File: src/design/nbtm_pkg.sv
`timescale 1ns / 1ps
// ----------------------------------------------------------------------------
// nbtm_pkg
// Shared types and constants for the neighbor table with running peak RSSI.
// ----------------------------------------------------------------------------
package nbtm_pkg;

    // Default number of table slots
    localparam int unsigned DEF_TABLE_DEPTH = 16;

    // Field widths of a request and of a result
    localparam int unsigned ADDR_W = 16;
    localparam int unsigned RSSI_W = 8;
    localparam int unsigned LQI_W  = 7;
    localparam int unsigned SLOT_W = 4;

    // Sequencer states
    typedef enum logic [1:0] {
        ST_IDLE,
        ST_SCAN,
        ST_DONE
    } nbtm_state_t;

    // Write request into the slot table
    typedef struct packed {
        logic              en;         // update rssi/lqi of the slot
        logic              new_entry;  // also store the address (append)
        logic [ADDR_W-1:0] addr;
        logic [RSSI_W-1:0] rssi;
        logic [LQI_W-1:0]  lqi;
    } nbtm_wr_t;

endpackage

File: src/design/nbtm_table.sv
`timescale 1ns / 1ps
// ----------------------------------------------------------------------------
// nbtm_table
// Slot storage: address, last RSSI and last LQI per slot. One write port and
// one registered read port on the address column for the scan.
// ----------------------------------------------------------------------------
module nbtm_table
    import nbtm_pkg::*;
#(
    parameter int unsigned TABLE_DEPTH = DEF_TABLE_DEPTH,
    localparam int unsigned IDX_W      = $clog2(TABLE_DEPTH)
) (
    input  logic              aclk,
    input  nbtm_wr_t          wr,
    input  logic [IDX_W-1:0]  wr_idx,
    input  logic [IDX_W-1:0]  rd_idx,
    output logic [ADDR_W-1:0] rd_addr
);

    logic [ADDR_W-1:0] addr_mem [TABLE_DEPTH];
    logic [RSSI_W-1:0] rssi_mem [TABLE_DEPTH];
    logic [LQI_W-1:0]  lqi_mem  [TABLE_DEPTH];
    logic [ADDR_W-1:0] rd_addr_reg;

    // Write port
    always_ff @(posedge aclk) begin
        if (wr.en) begin
            rssi_mem[wr_idx] <= wr.rssi;
            lqi_mem[wr_idx]  <= wr.lqi;
            if (wr.new_entry) begin
                addr_mem[wr_idx] <= wr.addr;
            end
        end
    end

    // Registered read of the address column
    always_ff @(posedge aclk) begin
        rd_addr_reg <= addr_mem[rd_idx];
    end

    assign rd_addr = rd_addr_reg;

endmodule

File: src/design/neighbor_table_max_rssi_unit.sv
`timescale 1ns / 1ps
// ----------------------------------------------------------------------------
// neighbor_table_max_rssi_unit
// Neighbor table keyed by sender address with a running peak RSSI.
//
// Usage: one request per received frame on the s_ channel (address, RSSI,
// LQI); exactly one result per request on the m_ channel (known, dropped,
// slot, peak RSSI). Both channels are valid/ready.
// A request is looked up by a linear scan of the used slots, one slot per
// cycle through a single address comparator fed by the registered read port
// of the slot memory. The scan stops on the first hit. Then the final state
// updates the slot and the peak (unless the frame is dropped) and loads the
// output register. s_ready is high only in the idle state, so a new request
// is not accepted until the previous one has been scanned and its result
// loaded into the output register.
// The output register lets a new request be accepted while the previous
// result waits; if m_ready stays low, the next request's update waits in its
// final state until the output register is free.
// Reset (aresetn low, synchronous) empties the table and clears the peak;
// slot contents are not cleared, unused slots are never compared.
// ----------------------------------------------------------------------------
module neighbor_table_max_rssi_unit
    import nbtm_pkg::*;
#(
    parameter int unsigned TABLE_DEPTH = DEF_TABLE_DEPTH
) (
    input  logic              aclk,
    input  logic              aresetn,
    input  logic              s_valid,
    output logic              s_ready,
    input  logic [ADDR_W-1:0] s_src_addr,
    input  logic [RSSI_W-1:0] s_rssi_value,
    input  logic [LQI_W-1:0]  s_lqi_value,
    output logic              m_valid,
    input  logic              m_ready,
    output logic              m_was_known,
    output logic              m_was_dropped,
    output logic [SLOT_W-1:0] m_slot_index,
    output logic [RSSI_W-1:0] m_best_rssi
);

    localparam int unsigned IDX_W = $clog2(TABLE_DEPTH);
    localparam int unsigned CNT_W = $clog2(TABLE_DEPTH + 1);
    localparam logic [CNT_W-1:0] FULL_CNT = CNT_W'(TABLE_DEPTH);

    nbtm_state_t       state_reg, state_next;
    logic [CNT_W-1:0]  used_count_reg, used_count_next;
    logic [RSSI_W-1:0] peak_reg, peak_next;
    logic [IDX_W-1:0]  idx_reg, idx_next;
    logic              found_reg, found_next;
    logic [ADDR_W-1:0] addr_reg, addr_next;
    logic [RSSI_W-1:0] rssi_reg, rssi_next;
    logic [LQI_W-1:0]  lqi_reg, lqi_next;

    logic              m_valid_reg, m_valid_next;
    logic              known_reg, known_next;
    logic              dropped_reg, dropped_next;
    logic [SLOT_W-1:0] slot_reg, slot_next;
    logic [RSSI_W-1:0] best_reg, best_next;

    nbtm_wr_t          wr;
    logic [IDX_W-1:0]  wr_idx;
    logic [IDX_W-1:0]  rd_idx;
    logic [ADDR_W-1:0] rd_addr;

    logic              s_fire;
    logic              out_free;
    logic              is_last;
    logic              full;
    logic [IDX_W-1:0]  slot_sel;
    logic [IDX_W+SLOT_W-1:0] slot_ext;

    nbtm_table #(
        .TABLE_DEPTH (TABLE_DEPTH)
    ) u_table (
        .aclk    (aclk),
        .wr      (wr),
        .wr_idx  (wr_idx),
        .rd_idx  (rd_idx),
        .rd_addr (rd_addr)
    );

    assign s_fire   = s_valid && s_ready;
    assign out_free = !m_valid_reg || m_ready;
    assign is_last  = ({1'b0, idx_reg} + (IDX_W + 1)'(1)) == (IDX_W + 1)'(used_count_reg);
    assign full     = used_count_reg == FULL_CNT;
    assign slot_sel = found_reg ? idx_reg : used_count_reg[IDX_W-1:0];
    assign slot_ext = {{SLOT_W{1'b0}}, slot_sel};

    // State and control registers
    always_ff @(posedge aclk) begin
        if (!aresetn) begin
            state_reg      <= ST_IDLE;
            used_count_reg <= '0;
            peak_reg       <= '0;
            m_valid_reg    <= 1'b0;
        end else begin
            state_reg      <= state_next;
            used_count_reg <= used_count_next;
            peak_reg       <= peak_next;
            m_valid_reg    <= m_valid_next;
        end
    end

    // Payload registers
    always_ff @(posedge aclk) begin
        idx_reg     <= idx_next;
        found_reg   <= found_next;
        addr_reg    <= addr_next;
        rssi_reg    <= rssi_next;
        lqi_reg     <= lqi_next;
        known_reg   <= known_next;
        dropped_reg <= dropped_next;
        slot_reg    <= slot_next;
        best_reg    <= best_next;
    end

    // Sequencer: accept, scan one slot per cycle, then update and report
    always_comb begin
        state_next      = state_reg;
        used_count_next = used_count_reg;
        peak_next       = peak_reg;
        idx_next        = idx_reg;
        found_next      = found_reg;
        addr_next       = addr_reg;
        rssi_next       = rssi_reg;
        lqi_next        = lqi_reg;
        m_valid_next    = m_valid_reg && !m_ready;
        known_next      = known_reg;
        dropped_next    = dropped_reg;
        slot_next       = slot_reg;
        best_next       = best_reg;
        s_ready         = 1'b0;
        rd_idx          = idx_reg + IDX_W'(1);
        wr              = '0;
        wr.addr         = addr_reg;
        wr.rssi         = rssi_reg;
        wr.lqi          = lqi_reg;
        wr_idx          = slot_sel;

        case (state_reg)
            ST_IDLE: begin
                s_ready = 1'b1;
                rd_idx  = '0;
                if (s_fire) begin
                    addr_next  = s_src_addr;
                    rssi_next  = s_rssi_value;
                    lqi_next   = s_lqi_value;
                    idx_next   = '0;
                    found_next = 1'b0;
                    state_next = (used_count_reg == '0) ? ST_DONE : ST_SCAN;
                end
            end
            ST_SCAN: begin
                // rd_addr holds the slot at idx_reg; next slot is being read
                if (rd_addr == addr_reg) begin
                    found_next = 1'b1;
                    state_next = ST_DONE;
                end else if (is_last) begin
                    state_next = ST_DONE;
                end else begin
                    idx_next = idx_reg + IDX_W'(1);
                end
            end
            ST_DONE: begin
                if (out_free) begin
                    m_valid_next = 1'b1;
                    known_next   = found_reg;
                    if (!found_reg && full) begin
                        dropped_next = 1'b1;
                        slot_next    = '0;
                        best_next    = peak_reg;
                    end else begin
                        dropped_next = 1'b0;
                        slot_next    = slot_ext[SLOT_W-1:0];
                        wr.en        = 1'b1;
                        wr.new_entry = !found_reg;
                        if (!found_reg) begin
                            used_count_next = used_count_reg + CNT_W'(1);
                        end
                        if (rssi_reg > peak_reg) begin
                            peak_next = rssi_reg;
                        end
                        best_next = (rssi_reg > peak_reg) ? rssi_reg : peak_reg;
                    end
                    state_next = ST_IDLE;
                end
            end
            default: begin
                state_next = ST_IDLE;
            end
        endcase
    end

    assign m_valid       = m_valid_reg;
    assign m_was_known   = known_reg;
    assign m_was_dropped = dropped_reg;
    assign m_slot_index  = slot_reg;
    assign m_best_rssi   = best_reg;

    // Checks
    a_used_bound: assert property (@(posedge aclk) disable iff (!aresetn)
        used_count_reg <= FULL_CNT)
        else $error("slot count beyond table depth");

    a_used_step: assert property (@(posedge aclk) disable iff (!aresetn)
        (used_count_reg != $past(used_count_reg)) |->
        (used_count_reg == $past(used_count_reg) + CNT_W'(1)))
        else $error("slot count changed by other than one");

    a_peak_mono: assert property (@(posedge aclk) disable iff (!aresetn)
        peak_reg >= $past(peak_reg))
        else $error("peak RSSI decreased");

    a_drop_excl: assert property (@(posedge aclk) disable iff (!aresetn)
        m_valid_reg |-> !(known_reg && dropped_reg))
        else $error("result both known and dropped");

    a_scan_range: assert property (@(posedge aclk) disable iff (!aresetn)
        (state_reg == ST_SCAN) |-> ((IDX_W + 1)'(idx_reg) < (IDX_W + 1)'(used_count_reg)))
        else $error("scan beyond used slots");

endmodule

File: config.mk
export PLATFORM = sky130hd
export DESIGN_NAME = neighbor_table_max_rssi_unit
export DESIGN_NICKNAME = d
export VERILOG_FILES = /design/src/design/nbtm_pkg.sv /design/src/design/nbtm_table.sv /design/src/design/neighbor_table_max_rssi_unit.sv
export SDC_FILE = /design/constraint.sdc
export NUM_CORES = 1
export LEC_CHECK = 0
export BUFFER_PORTS_ARGS = -buffer_cell sky130_fd_sc_hd__buf_4
export CAP_MARGIN = 20
export CORE_MARGIN = 2
export CORE_UTILIZATION = 63
export CTS_BUF_LIST = sky130_fd_sc_hd__clkbuf_4 sky130_fd_sc_hd__clkbuf_8 sky130_fd_sc_hd__clkbuf_16
export DETAILED_ROUTE_END_ITERATION = 12
export PLACE_DENSITY = 0.81
export SYNTH_ARGS = -nofsm -noshare
export SYNTH_HDL_FRONTEND = slang
export SYNTH_HIERARCHICAL = 1
export SYNTH_SLANG_ARGS = --single-unit
File: constraint.sdc
create_clock -name aclk -period 6.4 [get_ports aclk]
set_clock_uncertainty 0.05 [all_clocks]
set_input_delay 0.64 -clock aclk [delete_from_list [all_inputs] [get_ports aclk]]
set_output_delay 0.64 -clock aclk [all_outputs]
set_load 0.01 [all_outputs]
Yosys cells after proc, flatten, opt, wreduce, memory -nomap -nowiden

Memory sizes are Yosys's and may differ from the RTL's. A register that Yosys moved wholly into a read port is not among the register bits.
Index checks and enable logic that the tools add are counted.

Register bits after elaboration: 59
Bits in latches: 0
Bits in writable memories: 256
ROM bits: 0
Input bits: 35
Output and inout bits: 16
Logic and storage cells: 73
Memories: 1

Add/subtract/negate cells: 3
$mul: 0
Divide/modulo/power cells: 0
Magnitude comparators: 1
Equality and inequality tests: 11
Shifts and indexed selects: 0
Mux-type cells: 27
Bitwise operators: 2
Reductions and logical operators: 16

Memory list:

| name             | depth | width | read ports | clocked after Yosys merged registers in | wr ports | line             | source |
|---|---|---|---|---|---|---|---|
| u_table.addr_mem | 16    | 16    | 1          | 1                                       | 1        | nbtm_table.sv:20 | `logic [ADDR_W-1:0] addr_mem [TABLE_DEPTH];` |

Operators with widths:

| cell                | number |
|---|---|
| $mux 4              | 5 |
| $eq 16x16->1        | 1 |
| $mux 2              | 8 |
| $mux 8              | 2 |
| $ne 2x2->1 const B  | 5 |
| $mux 1              | 9 |
| $gt 8x8->1          | 1 |
| $pmux 4 s2          | 1 |
| $reduce_and 4->1    | 2 |
| $pmux 2 s3          | 1 |
| $reduce_and 3->1    | 2 |
| $add 4x1->5 const B | 1 |
| $add 5x1->5 const B | 1 |
| $eq 5x5->1          | 1 |
| $eq 5x5->1 const B  | 1 |
| $logic_not 5->1     | 1 |
| $add 4x1->4 const B | 1 |
| $reduce_and 2->1    | 2 |
| $logic_and 1x1->1   | 3 |
| $logic_not 1->1     | 3 |
| $ne 3x3->1 const B  | 1 |
| $eq 2x1->1 const B  | 1 |
| $eq 2x2->1 const B  | 1 |
| $logic_not 2->1     | 1 |
| other kinds (4)     | 5 |

Longest topological paths before layout

Gate-level depths: netlist (run 1).

Depth in word-level cells: 8
Depth in mapped cells: 8

Modules after synthesis

Netlist (run 1), hierarchy kept.

By module, submodules not included:

| module                       | times used | cells an instance | area an instance (µm²) | sequential area each (µm²) |
|---|---|---|---|---|
| nbtm_table                   | 1          | 433               | 10048.4                | 8007.7 |
| neighbor_table_max_rssi_unit | 1          | 230               | 3019.1                 | 1821.7 |

Least setup slack after synthesis (run 1)

OpenSTA, ideal clock, no wires.

Path type: reg-to-reg
Start: register used_count_reg[0]
End: memory u_table.addr_mem[0][0], enable pin
Setup time: 0.409 ns
Data arrival time: 2.993 ns
Path slack: 2.947 ns
Stages on the path, launching flop included: 8
Cell sequence: dfxtp_1 inv_1 ha_1 nor4bb_4 nor4_2 nand2_1 or3_1 nor3_1

RTL lines:

| what                     | line                               | source |
|---|---|---|
| start: declaration       | neighbor_table_max_rssi_unit.sv:47 | `logic [CNT_W-1:0] used_count_reg, used_count_next;` |
| start signal: assignment | neighbor_table_max_rssi_unit.sv:99 | `used_count_reg <= used_count_next;` |
| end: declaration         | nbtm_table.sv:20                   |  |

==> results.yml, run 1 <==
outcome:
  status: "complete, no violations"
final_layout:
  antenna_cells: 0
  syn_to_final_growth_pct: 13.5
  final_common_cell: "edfxtp_1"
  regArea_mm2: 0.00962
  multi_input_area_mm2: 0.00306
  fin_util_pct: 72.6
  layout.nets: 771
  largest_reg_flops: 256
  layout_common_cells: "edfxtp_1, buf_4, mux4_2, nand2_1, a22oi_1"
  drive_gt1_share_pct: 25.9
  nFillCells: 1082
critical_path:
  slowest_delay_ns: 0.98
  cp-end-kind: "register"
  cp_num_buf_inv: 2
  path_cells: "inv_1 -> ha_1 -> nor4bb_4 -> nor4_2 -> nand4_1 -> nor3_2 -> buf_4"
  crit_required_ns: 6.59
  crit_path_start_kind: "register"
  slowest_stage: "nor3_2"
  crit_fanout: 9
  worstSetupPathType: "reg -> reg"
  cp_top_family: "simple AND/OR/NAND/NOR gates"
  critPathArrivalTime_ns: 4.02
power:
  intPower_uw: 3660
  power_switching_share_pct: 21.7
  p_seq_share_pct: 53.7
  pwr-share-clk_pct: 37.9
  power_switching_uw: 1010
  power_leakage_uw: 0.00484
  power_density_mw_per_mm2: 320
  power_uw: 4670
  ir_worst_vdd_mv: 0.284
  combPwrFrac_pct: 8.4
route:
  drc_errors: 0
  drtAntennaViolNets: 0
  drt_pass1_iterations: 5
  routed_wl_um: 25200
  drt_iter0_markers: 544
  avgViaCountPerCell: 6.22
  vias: 6343
  routedWlPerCell_um: 24.8
sta:
  slew_headroom_pct: 21.2
  max_freq_mhz: 261
  setup_slack_ns: 2.57
  finalSetupTns_ns: 0
  finalCriticalPeriod_ns: 3.83
  slew_violations: 0
  final-setup-viol-count: 0
  tightestPinTransition_ns: 1.18
  rsz0062_at_grt: "false"
  hold_violations: 0
  fin_crit_sh_pct: 59.9
grt:
  overflow: 0
  grt_max_degree: 48
  grtUsageTotal_pct: 24.2
  first_global_vias: 6611
  grt_pass1_wl_um: 38900
  antenna_found_initial: 0
clocking:
  root_buffer: "clkbuf_16"
  clk-insertion-delay-late_ns: 0.54
  tritoncts: "built"
  htree_num_levels: 1
  cts_sinks: 331
  cts.hold.buffers_added: 0
  path_clk_slew_ns: 0.06
  cts_made_buffers: 31
  cts_buffer_depth: 3
  post-cts-setup-buffer-count: 0
  cts_resized: 0
worst_hold_path:
  hold_path.class: "in -> reg"
place:
  gp_congestion: 0.792
  place_ws_ns: 2.85
  port_buffers: 43
  dp_hpwl_um: 14900
die:
  rows: 52
  die_h_um: 147
  die_area_mm2: 0.0216
  pin_count: 51
  coreArea_mm2: 0.0201
  die_w_um: 147
  initial_core_util_pct: 64.0
synth:
  synth_area_mm2: 0.0129
  yosysWarnings: 6
  synth_fp_nets: 702
  syn-instance-count: 656
  avgSynthCellArea_um2: 19.6
flow_run:
  drv_cap: 0
final cells by class:
class	instances	area share, %
Sequential cell	331	65.9
Inverter	14	0.360
Multi-Input combinational cell	283	21.0
Clock inverter	15	0.858
Clock buffer	42	5.97
Timing Repair Buffer	64	3.60
Tap cell	270	2.32
through the flow:
step                instances  area [um^2]  hold slack [ns]
global placement          960        13500            0.404
global route             1019        14600            0.202
CTS                      1017        14500            0.207
floorplan                 656        12900            0.394
finish                   1019        14600            0.222
detailed placement        960        13500            0.414
worst paths after layout:
kind	from	to	slack, ns	cells past startpoint
max reg2reg	used_count_reg[0]	u_table/addr_mem[3][5]	2.57	7
max	used_count_reg[0]	u_table/addr_mem[3][5]	2.57	7
min	s_src_addr[5]	addr_reg[5]	0.22	1
min reg2reg	peak_reg[5]	peak_reg[5]	0.43	2
routing by layer:
metal  global-route usage (%)  part of all wire (%)  wire length [um]  vias to the layer above
li1                         -                     -                 -                     2767
met1                     32.8                    38              9620                     3265
met2                     42.3                    53             13400                      265
met3                     3.29                   6.9              1740                       46
met4                     6.02                   1.8               449                        0
met5                        0                     0                 0                        -
power groups by stage:
stage / Combinational (uW) / Sequential, uW / Clock [uW]
5_1_grt: 422 / 2510 / 1870
4_1_cts: 387 / 2510 / 1790
3_5_place_dp: 381 / 2550 / 0
3_3_place_gp: 367 / 2540 / 0
2_1_floorplan: 279 / 2530 / 0
6_report: 392 / 2510 / 1770
Note: power is estimated with default switching activity, not from simulation.
==> run 2, diff against run 1 <==
--- a/config.mk
+++ b/config.mk
@@ -8,10 +8,10 @@
 export BUFFER_PORTS_ARGS = -buffer_cell sky130_fd_sc_hd__buf_4
 export CAP_MARGIN = 20
 export CORE_MARGIN = 2
-export CORE_UTILIZATION = 63
+export CORE_UTILIZATION = 61
 export CTS_BUF_LIST = sky130_fd_sc_hd__clkbuf_4 sky130_fd_sc_hd__clkbuf_8 sky130_fd_sc_hd__clkbuf_16
 export DETAILED_ROUTE_END_ITERATION = 12
-export PLACE_DENSITY = 0.81
+export PLACE_DENSITY = 0.79
 export SYNTH_ARGS = -nofsm -noshare
 export SYNTH_HDL_FRONTEND = slang
 export SYNTH_HIERARCHICAL = 1
==> constraint.sdc (replaced) <==
create_clock -name aclk -period 3.7 [get_ports aclk]
set_clock_uncertainty 0.05 [all_clocks]
set_input_delay 0.37 -clock aclk [delete_from_list [all_inputs] [get_ports aclk]]
set_output_delay 0.37 -clock aclk [all_outputs]
set_load 0.01 [all_outputs]
==> run 2 against run 1 <==
  * Non-clock buffer count rose by 37
  * Utilization shrank 0.45 points
  * Sequential power up 72%
  * Total power is 77% higher
  * Sequential share of layout area down 1.9 points
  * First-iteration DRC count did not move
  * Global-route usage fell by 0.40 points
==> results.yml, run 2 (same netlist as run 1, synthesis figures left out) <==
grt:
  grt_pass1_wl_um: 39000
  first_global_vias: 6819
  antenna_found_initial: 0
  overflow: 0
  grt_max_degree: 65
  grtUsageTotal_pct: 23.8
route:
  vias: 6433
  drtAntennaViolNets: 0
  drc_errors: 0
  drt_iter0_markers: 544
  avgViaCountPerCell: 6.04
  routedWlPerCell_um: 23.5
  routed_wl_um: 25000
  drt_pass1_iterations: 5
flow_run:
  drv_cap: 0
critical_path:
  cp-end-kind: "register"
  crit_fanout: 7
  crit_path_start_kind: "register"
  worstSetupPathType: "reg -> reg"
  crit_required_ns: 3.86
  critPathArrivalTime_ns: 3.04
die:
  die_w_um: 149
  die_h_um: 149
  pin_count: 51
  rows: 53
  die_area_mm2: 0.0223
  coreArea_mm2: 0.0208
  initial_core_util_pct: 61.7
sta:
  tightestPinTransition_ns: 0.888
  slew_headroom_pct: 40.8
  final-setup-viol-count: 0
  fin_crit_sh_pct: 77.6
  rsz0062_at_grt: "false"
  hold_violations: 0
  finalCriticalPeriod_ns: 2.87
  finalSetupTns_ns: 0
  slew_violations: 0
  max_freq_mhz: 348
clocking:
  cts_made_buffers: 34
  htree_num_levels: 2
  path_clk_slew_ns: 0.06
  root_buffer: "clkbuf_16"
  cts_resized: 0
  tritoncts: "built"
  cts_sinks: 331
  clk-insertion-delay-late_ns: 0.50
  cts_buffer_depth: 3
  post-cts-setup-buffer-count: 0
worst_hold_path:
  hold_path.class: "in -> reg"
final_layout:
  layout_common_cells: "edfxtp_1, buf_4, mux4_2, nand2_1, clkbuf_16"
  nFillCells: 1195
  final_common_cell: "edfxtp_1"
  largest_reg_flops: 256
  multi_input_area_mm2: 0.00305
  regArea_mm2: 0.00962
  layout.nets: 811
  fin_area_mm2: 0.0150
  drive_gt1_share_pct: 27.1
  antenna_cells: 0
  syn_to_final_growth_pct: 16.8
place:
  post_dp_cell_area_mm2: 0.0137
  dp_hpwl_um: 14900
  gp_congestion: 0.846
  port_buffers: 43
power:
  power_leakage_uw: 0.00506
  ir_worst_vdd_mv: 0.518
  power_density_mw_per_mm2: 550
outcome:
  status: "complete, no violations"
run 2: cell types whose count changed in the layout (fill, tap and decap cells not counted), sizes merged:
cell         delta
buf            +14
dlygate4sd3    +23
clkbuf          +8
clkinv          -3
inv             +1
bufinv          -2
run 2: metal layers:
metal / track usage (%) / up-vias / part of all wire [%]
li1: - / 2855 / -
met1: 32.9 / 3295 / 41
met2: 39.5 / 236 / 51
met3: 4.56 / 47 / 6.6
met4: 6.71 / 0 / 1.9
met5: 0 / - / 0
run 2: critical path: stages, from the launching register on:
cell      delay, ns
dfxtp_1        0.41
inv_1          0.11
ha_1           0.22
nor4bb_4       0.16
nor2b_4        0.16
nor2_1         0.27
nand4b_1       0.31
nor3_2         0.61
buf_4          0.28
run 2: area by class of cell:
type / instances / share of cell area (%)
Sequential cell: 331 / 64.1
Multi-Input combinational cell: 283 / 20.3
Clock buffer: 50 / 6.71
Timing Repair Buffer: 101 / 5.82
Tap cell: 275 / 2.29
Clock inverter: 11 / 0.442
Inverter: 14 / 0.350
run 2: stage by stage:
step	util [%]	instances	hold slack, ns	power (uW)	worst slack (ns)
6_report	72.1	1065	0.0191	8260	0.827
2_1_floorplan	-	656	0.394	4860	0.247
3_5_place_dp	65.7	980	0.423	5080	0.884
4_1_cts	71.9	1063	0.000209	8310	0.847
5_1_grt	72.1	1065	0.00294	8540	0.658
3_3_place_gp	65.7	980	0.405	5040	0.978
run 2: timing repair:
action                     CTS  global route
hold buffers                22             1
hold endpoints to repair    22             1
setup endpoints to repair    0             0
run 2: final timing paths:
| path | start | to | slack, ns | cells past startpoint |
|---|---|---|---|---|
| setup / recovery | used_count_reg[0] | u_table/addr_mem[2][12] | 0.83 | 8 |
| hold / removal | s_src_addr[4] | addr_reg[4] | 0.02 | 1 |
| setup reg to reg | used_count_reg[0] | u_table/addr_mem[2][12] | 0.83 | 8 |
| hold reg to reg | peak_reg[4] | peak_reg[4] | 0.43 | 2 |
run 2: power by group:
group	total [uW]	leakage, uW	switching, uW	internal, uW
combinational	713	0.00153	359	354
clock	3230	0.000548	1320	1900
sequential	4320	0.00298	105	4220
==> run 3, diff against run 2 <==
--- a/config.mk
+++ b/config.mk
@@ -8,10 +8,10 @@
 export BUFFER_PORTS_ARGS = -buffer_cell sky130_fd_sc_hd__buf_4
 export CAP_MARGIN = 20
 export CORE_MARGIN = 2
-export CORE_UTILIZATION = 61
+export CORE_UTILIZATION = 55
 export CTS_BUF_LIST = sky130_fd_sc_hd__clkbuf_4 sky130_fd_sc_hd__clkbuf_8 sky130_fd_sc_hd__clkbuf_16
 export DETAILED_ROUTE_END_ITERATION = 12
-export PLACE_DENSITY = 0.79
+export PLACE_DENSITY = 0.75
 export SYNTH_ARGS = -nofsm -noshare
 export SYNTH_HDL_FRONTEND = slang
 export SYNTH_HIERARCHICAL = 1
==> constraint.sdc (replaced) <==
create_clock -name aclk -period 2.4 [get_ports aclk]
set_clock_uncertainty 0.05 [all_clocks]
set_input_delay 0.24 -clock aclk [delete_from_list [all_inputs] [get_ports aclk]]
set_output_delay 0.24 -clock aclk [all_outputs]
set_load 0.01 [all_outputs]
==> run 3 against run 2 <==
  * Clock power grew 59%
  * Highest routed layer unchanged
  * Count of clock-buffer cells in the layout grew 5
  * Wire length grew 12%
  * Die area grew 11%
  * Sequential power grew 53%
  * Critical path depth grew 1
  * Total power grew 58%
  * Hold slack gained 0.023 ns
  * Non-clock buffer count grew 32
  * Critical endpoint is now u_table/addr_mem[0][3]
  * Worst setup slack lost 0.76 ns
==> results.yml, run 3 (same netlist as run 1, synthesis figures left out) <==
outcome:
  status: "complete, no violations"
flow_run:
  drv_cap: 0
grt:
  overflow: 0
  grtUsageTotal_pct: 23.6
  grt_pass1_wl_um: 41900
  first_global_vias: 7024
  antenna_found_initial: 0
  grt_max_degree: 29
die:
  coreArea_mm2: 0.0228
  pin_count: 51
  die_w_um: 157
  die_area_mm2: 0.0246
  initial_core_util_pct: 56.4
  rows: 55
  die_h_um: 157
sta:
  fin_crit_sh_pct: 97.0
  hold_violations: 0
  max_freq_mhz: 429
  tightestPinTransition_ns: 0.600
  slew_headroom_pct: 60.0
  final-setup-viol-count: 0
  rsz0062_at_grt: "false"
  slew_violations: 0
  finalSetupTns_ns: 0
  setup_slack_ns: 0.0710
  finalCriticalPeriod_ns: 2.33
  whs_ns: 0.0422
power:
  power_density_mw_per_mm2: 830
  ir_worst_vdd_mv: 0.557
  power_leakage_uw: 0.00527
  power_uw: 13000
route:
  drt_iter0_markers: 601
  avgViaCountPerCell: 5.90
  drtAntennaViolNets: 0
  drc_errors: 0
  routed_wl_um: 27800
  vias: 6703
  drt_pass1_iterations: 5
  routedWlPerCell_um: 24.5
final_layout:
  layout_common_cells: "edfxtp_1, buf_4, mux4_2, nand2_1, clkbuf_16"
  layout.nets: 843
  drive_gt1_share_pct: 32.2
  largest_reg_flops: 256
  antenna_cells: 0
  nFillCells: 1374
  final_common_cell: "edfxtp_1"
  fin_area_mm2: 0.0157
  syn_to_final_growth_pct: 22.3
critical_path:
  r2r_end: "u_table/addr_mem[0][3]"
  cp-end-kind: "register"
  rr_worst_depth: 9
  regToRegStartpoint: "used_count_reg[0]"
  worstSetupPathType: "reg -> reg"
  crit_required_ns: 2.57
  crit_path_start_kind: "register"
  rrSetupSlack_ns: 0.07
  critPathArrivalTime_ns: 2.50
  crit_fanout: 16
worst_hold_path:
  hold_path.class: "in -> reg"
  min_path_cells: 4
  min_to: "state_reg[0]"
  holdCritStartpoint: "s_valid"
clocking:
  tritoncts: "built"
  cts_sinks: 331
  post-cts-setup-buffer-count: 0
  cts_made_buffers: 34
  cts_buffer_depth: 3
  root_buffer: "clkbuf_16"
  path_clk_slew_ns: 0.06
  htree_num_levels: 2
  clk-insertion-delay-late_ns: 0.54
place:
  gp_congestion: 0.850
  dp_hpwl_um: 15600
  port_buffers: 43
  post_dp_cell_area_mm2: 0.0144
  place_ws_ns: 0.0750
## run 3: cell count changes in the layout (fill, tap and decap cells not counted), moves of 4 or more
| cell | delta |
|---|---|
| nor2_1 | -12 |
| nor3_2 | -4 |
| buf_4 | +10 |
| nor2_4 | +11 |
| buf_12 | +22 |
| clkinv_2 | -6 |
| nor3_4 | +4 |
| clkbuf_4 | +5 |
## run 3: worst max-delay path by stage
stage                            from  slack, ns  depth (start not counted)                      to
finish              used_count_reg[0]       0.07                          9  u_table/addr_mem[0][3]
global placement          rssi_reg[3]       0.12                          5          m_best_rssi[4]
detailed placement  used_count_reg[0]       0.07                          8          m_best_rssi[1]
floorplan           used_count_reg[1]      -0.23                          7  u_table/addr_mem[0][0]
CTS                 used_count_reg[0]       0.05                          8          m_best_rssi[5]
global route        used_count_reg[1]      0.008                          8  u_table/addr_mem[0][2]
## run 3: layer usage
layer,vias up,global-route usage [%],share of wire [%]
met5,-,0,0
met4,0,8.34,3.0
met3,62,3.85,7.0
met2,288,39.8,51
met1,3438,31.8,39
li1,2915,-,-
## run 3: cell type report
cell class,count,area (um^2),area share (%)
clock buffers,55,1040,6.64
clock inverters,7,60.1,0.382
inverters,14,52.6,0.334
well taps,313,392,2.49
multi-input cells,283,3190,20.3
repair buffers,133,1370,8.72
flip-flops and latches,331,9620,61.2
## run 3: per-stage QoR
stage	util, %	std cells
floorplan	-	656
finish	69.0	1136
detailed placement	63.1	1050
global placement	63.1	1050
CTS	69.0	1136
global route	69.0	1136
## run 3: what timing repair did
item / in CTS / in global routing
gates resized for setup: 0 / 2
hold buffers: 24 / 0
hold endpoints to repair: 24 / 0
setup endpoints to repair: 0 / 12
## run 3: worst max-delay path, cell delays in order, from the launching register on
cell	delay (ns)
dfxtp_2	0.33
inv_2	0.05
ha_2	0.17
nor4bb_4	0.16
nor2b_4	0.13
nor2_1	0.20
nand2_1	0.08
or3_4	0.44
nor3_4	0.21
buf_12	0.20
## run 3: report_power, final
group	total [uW]	internal (uW)	switching (uW)
Sequential	6610	6500	113
Combinational	1290	632	658
Clock	5150	3020	2120
Total	13000	10200	2900
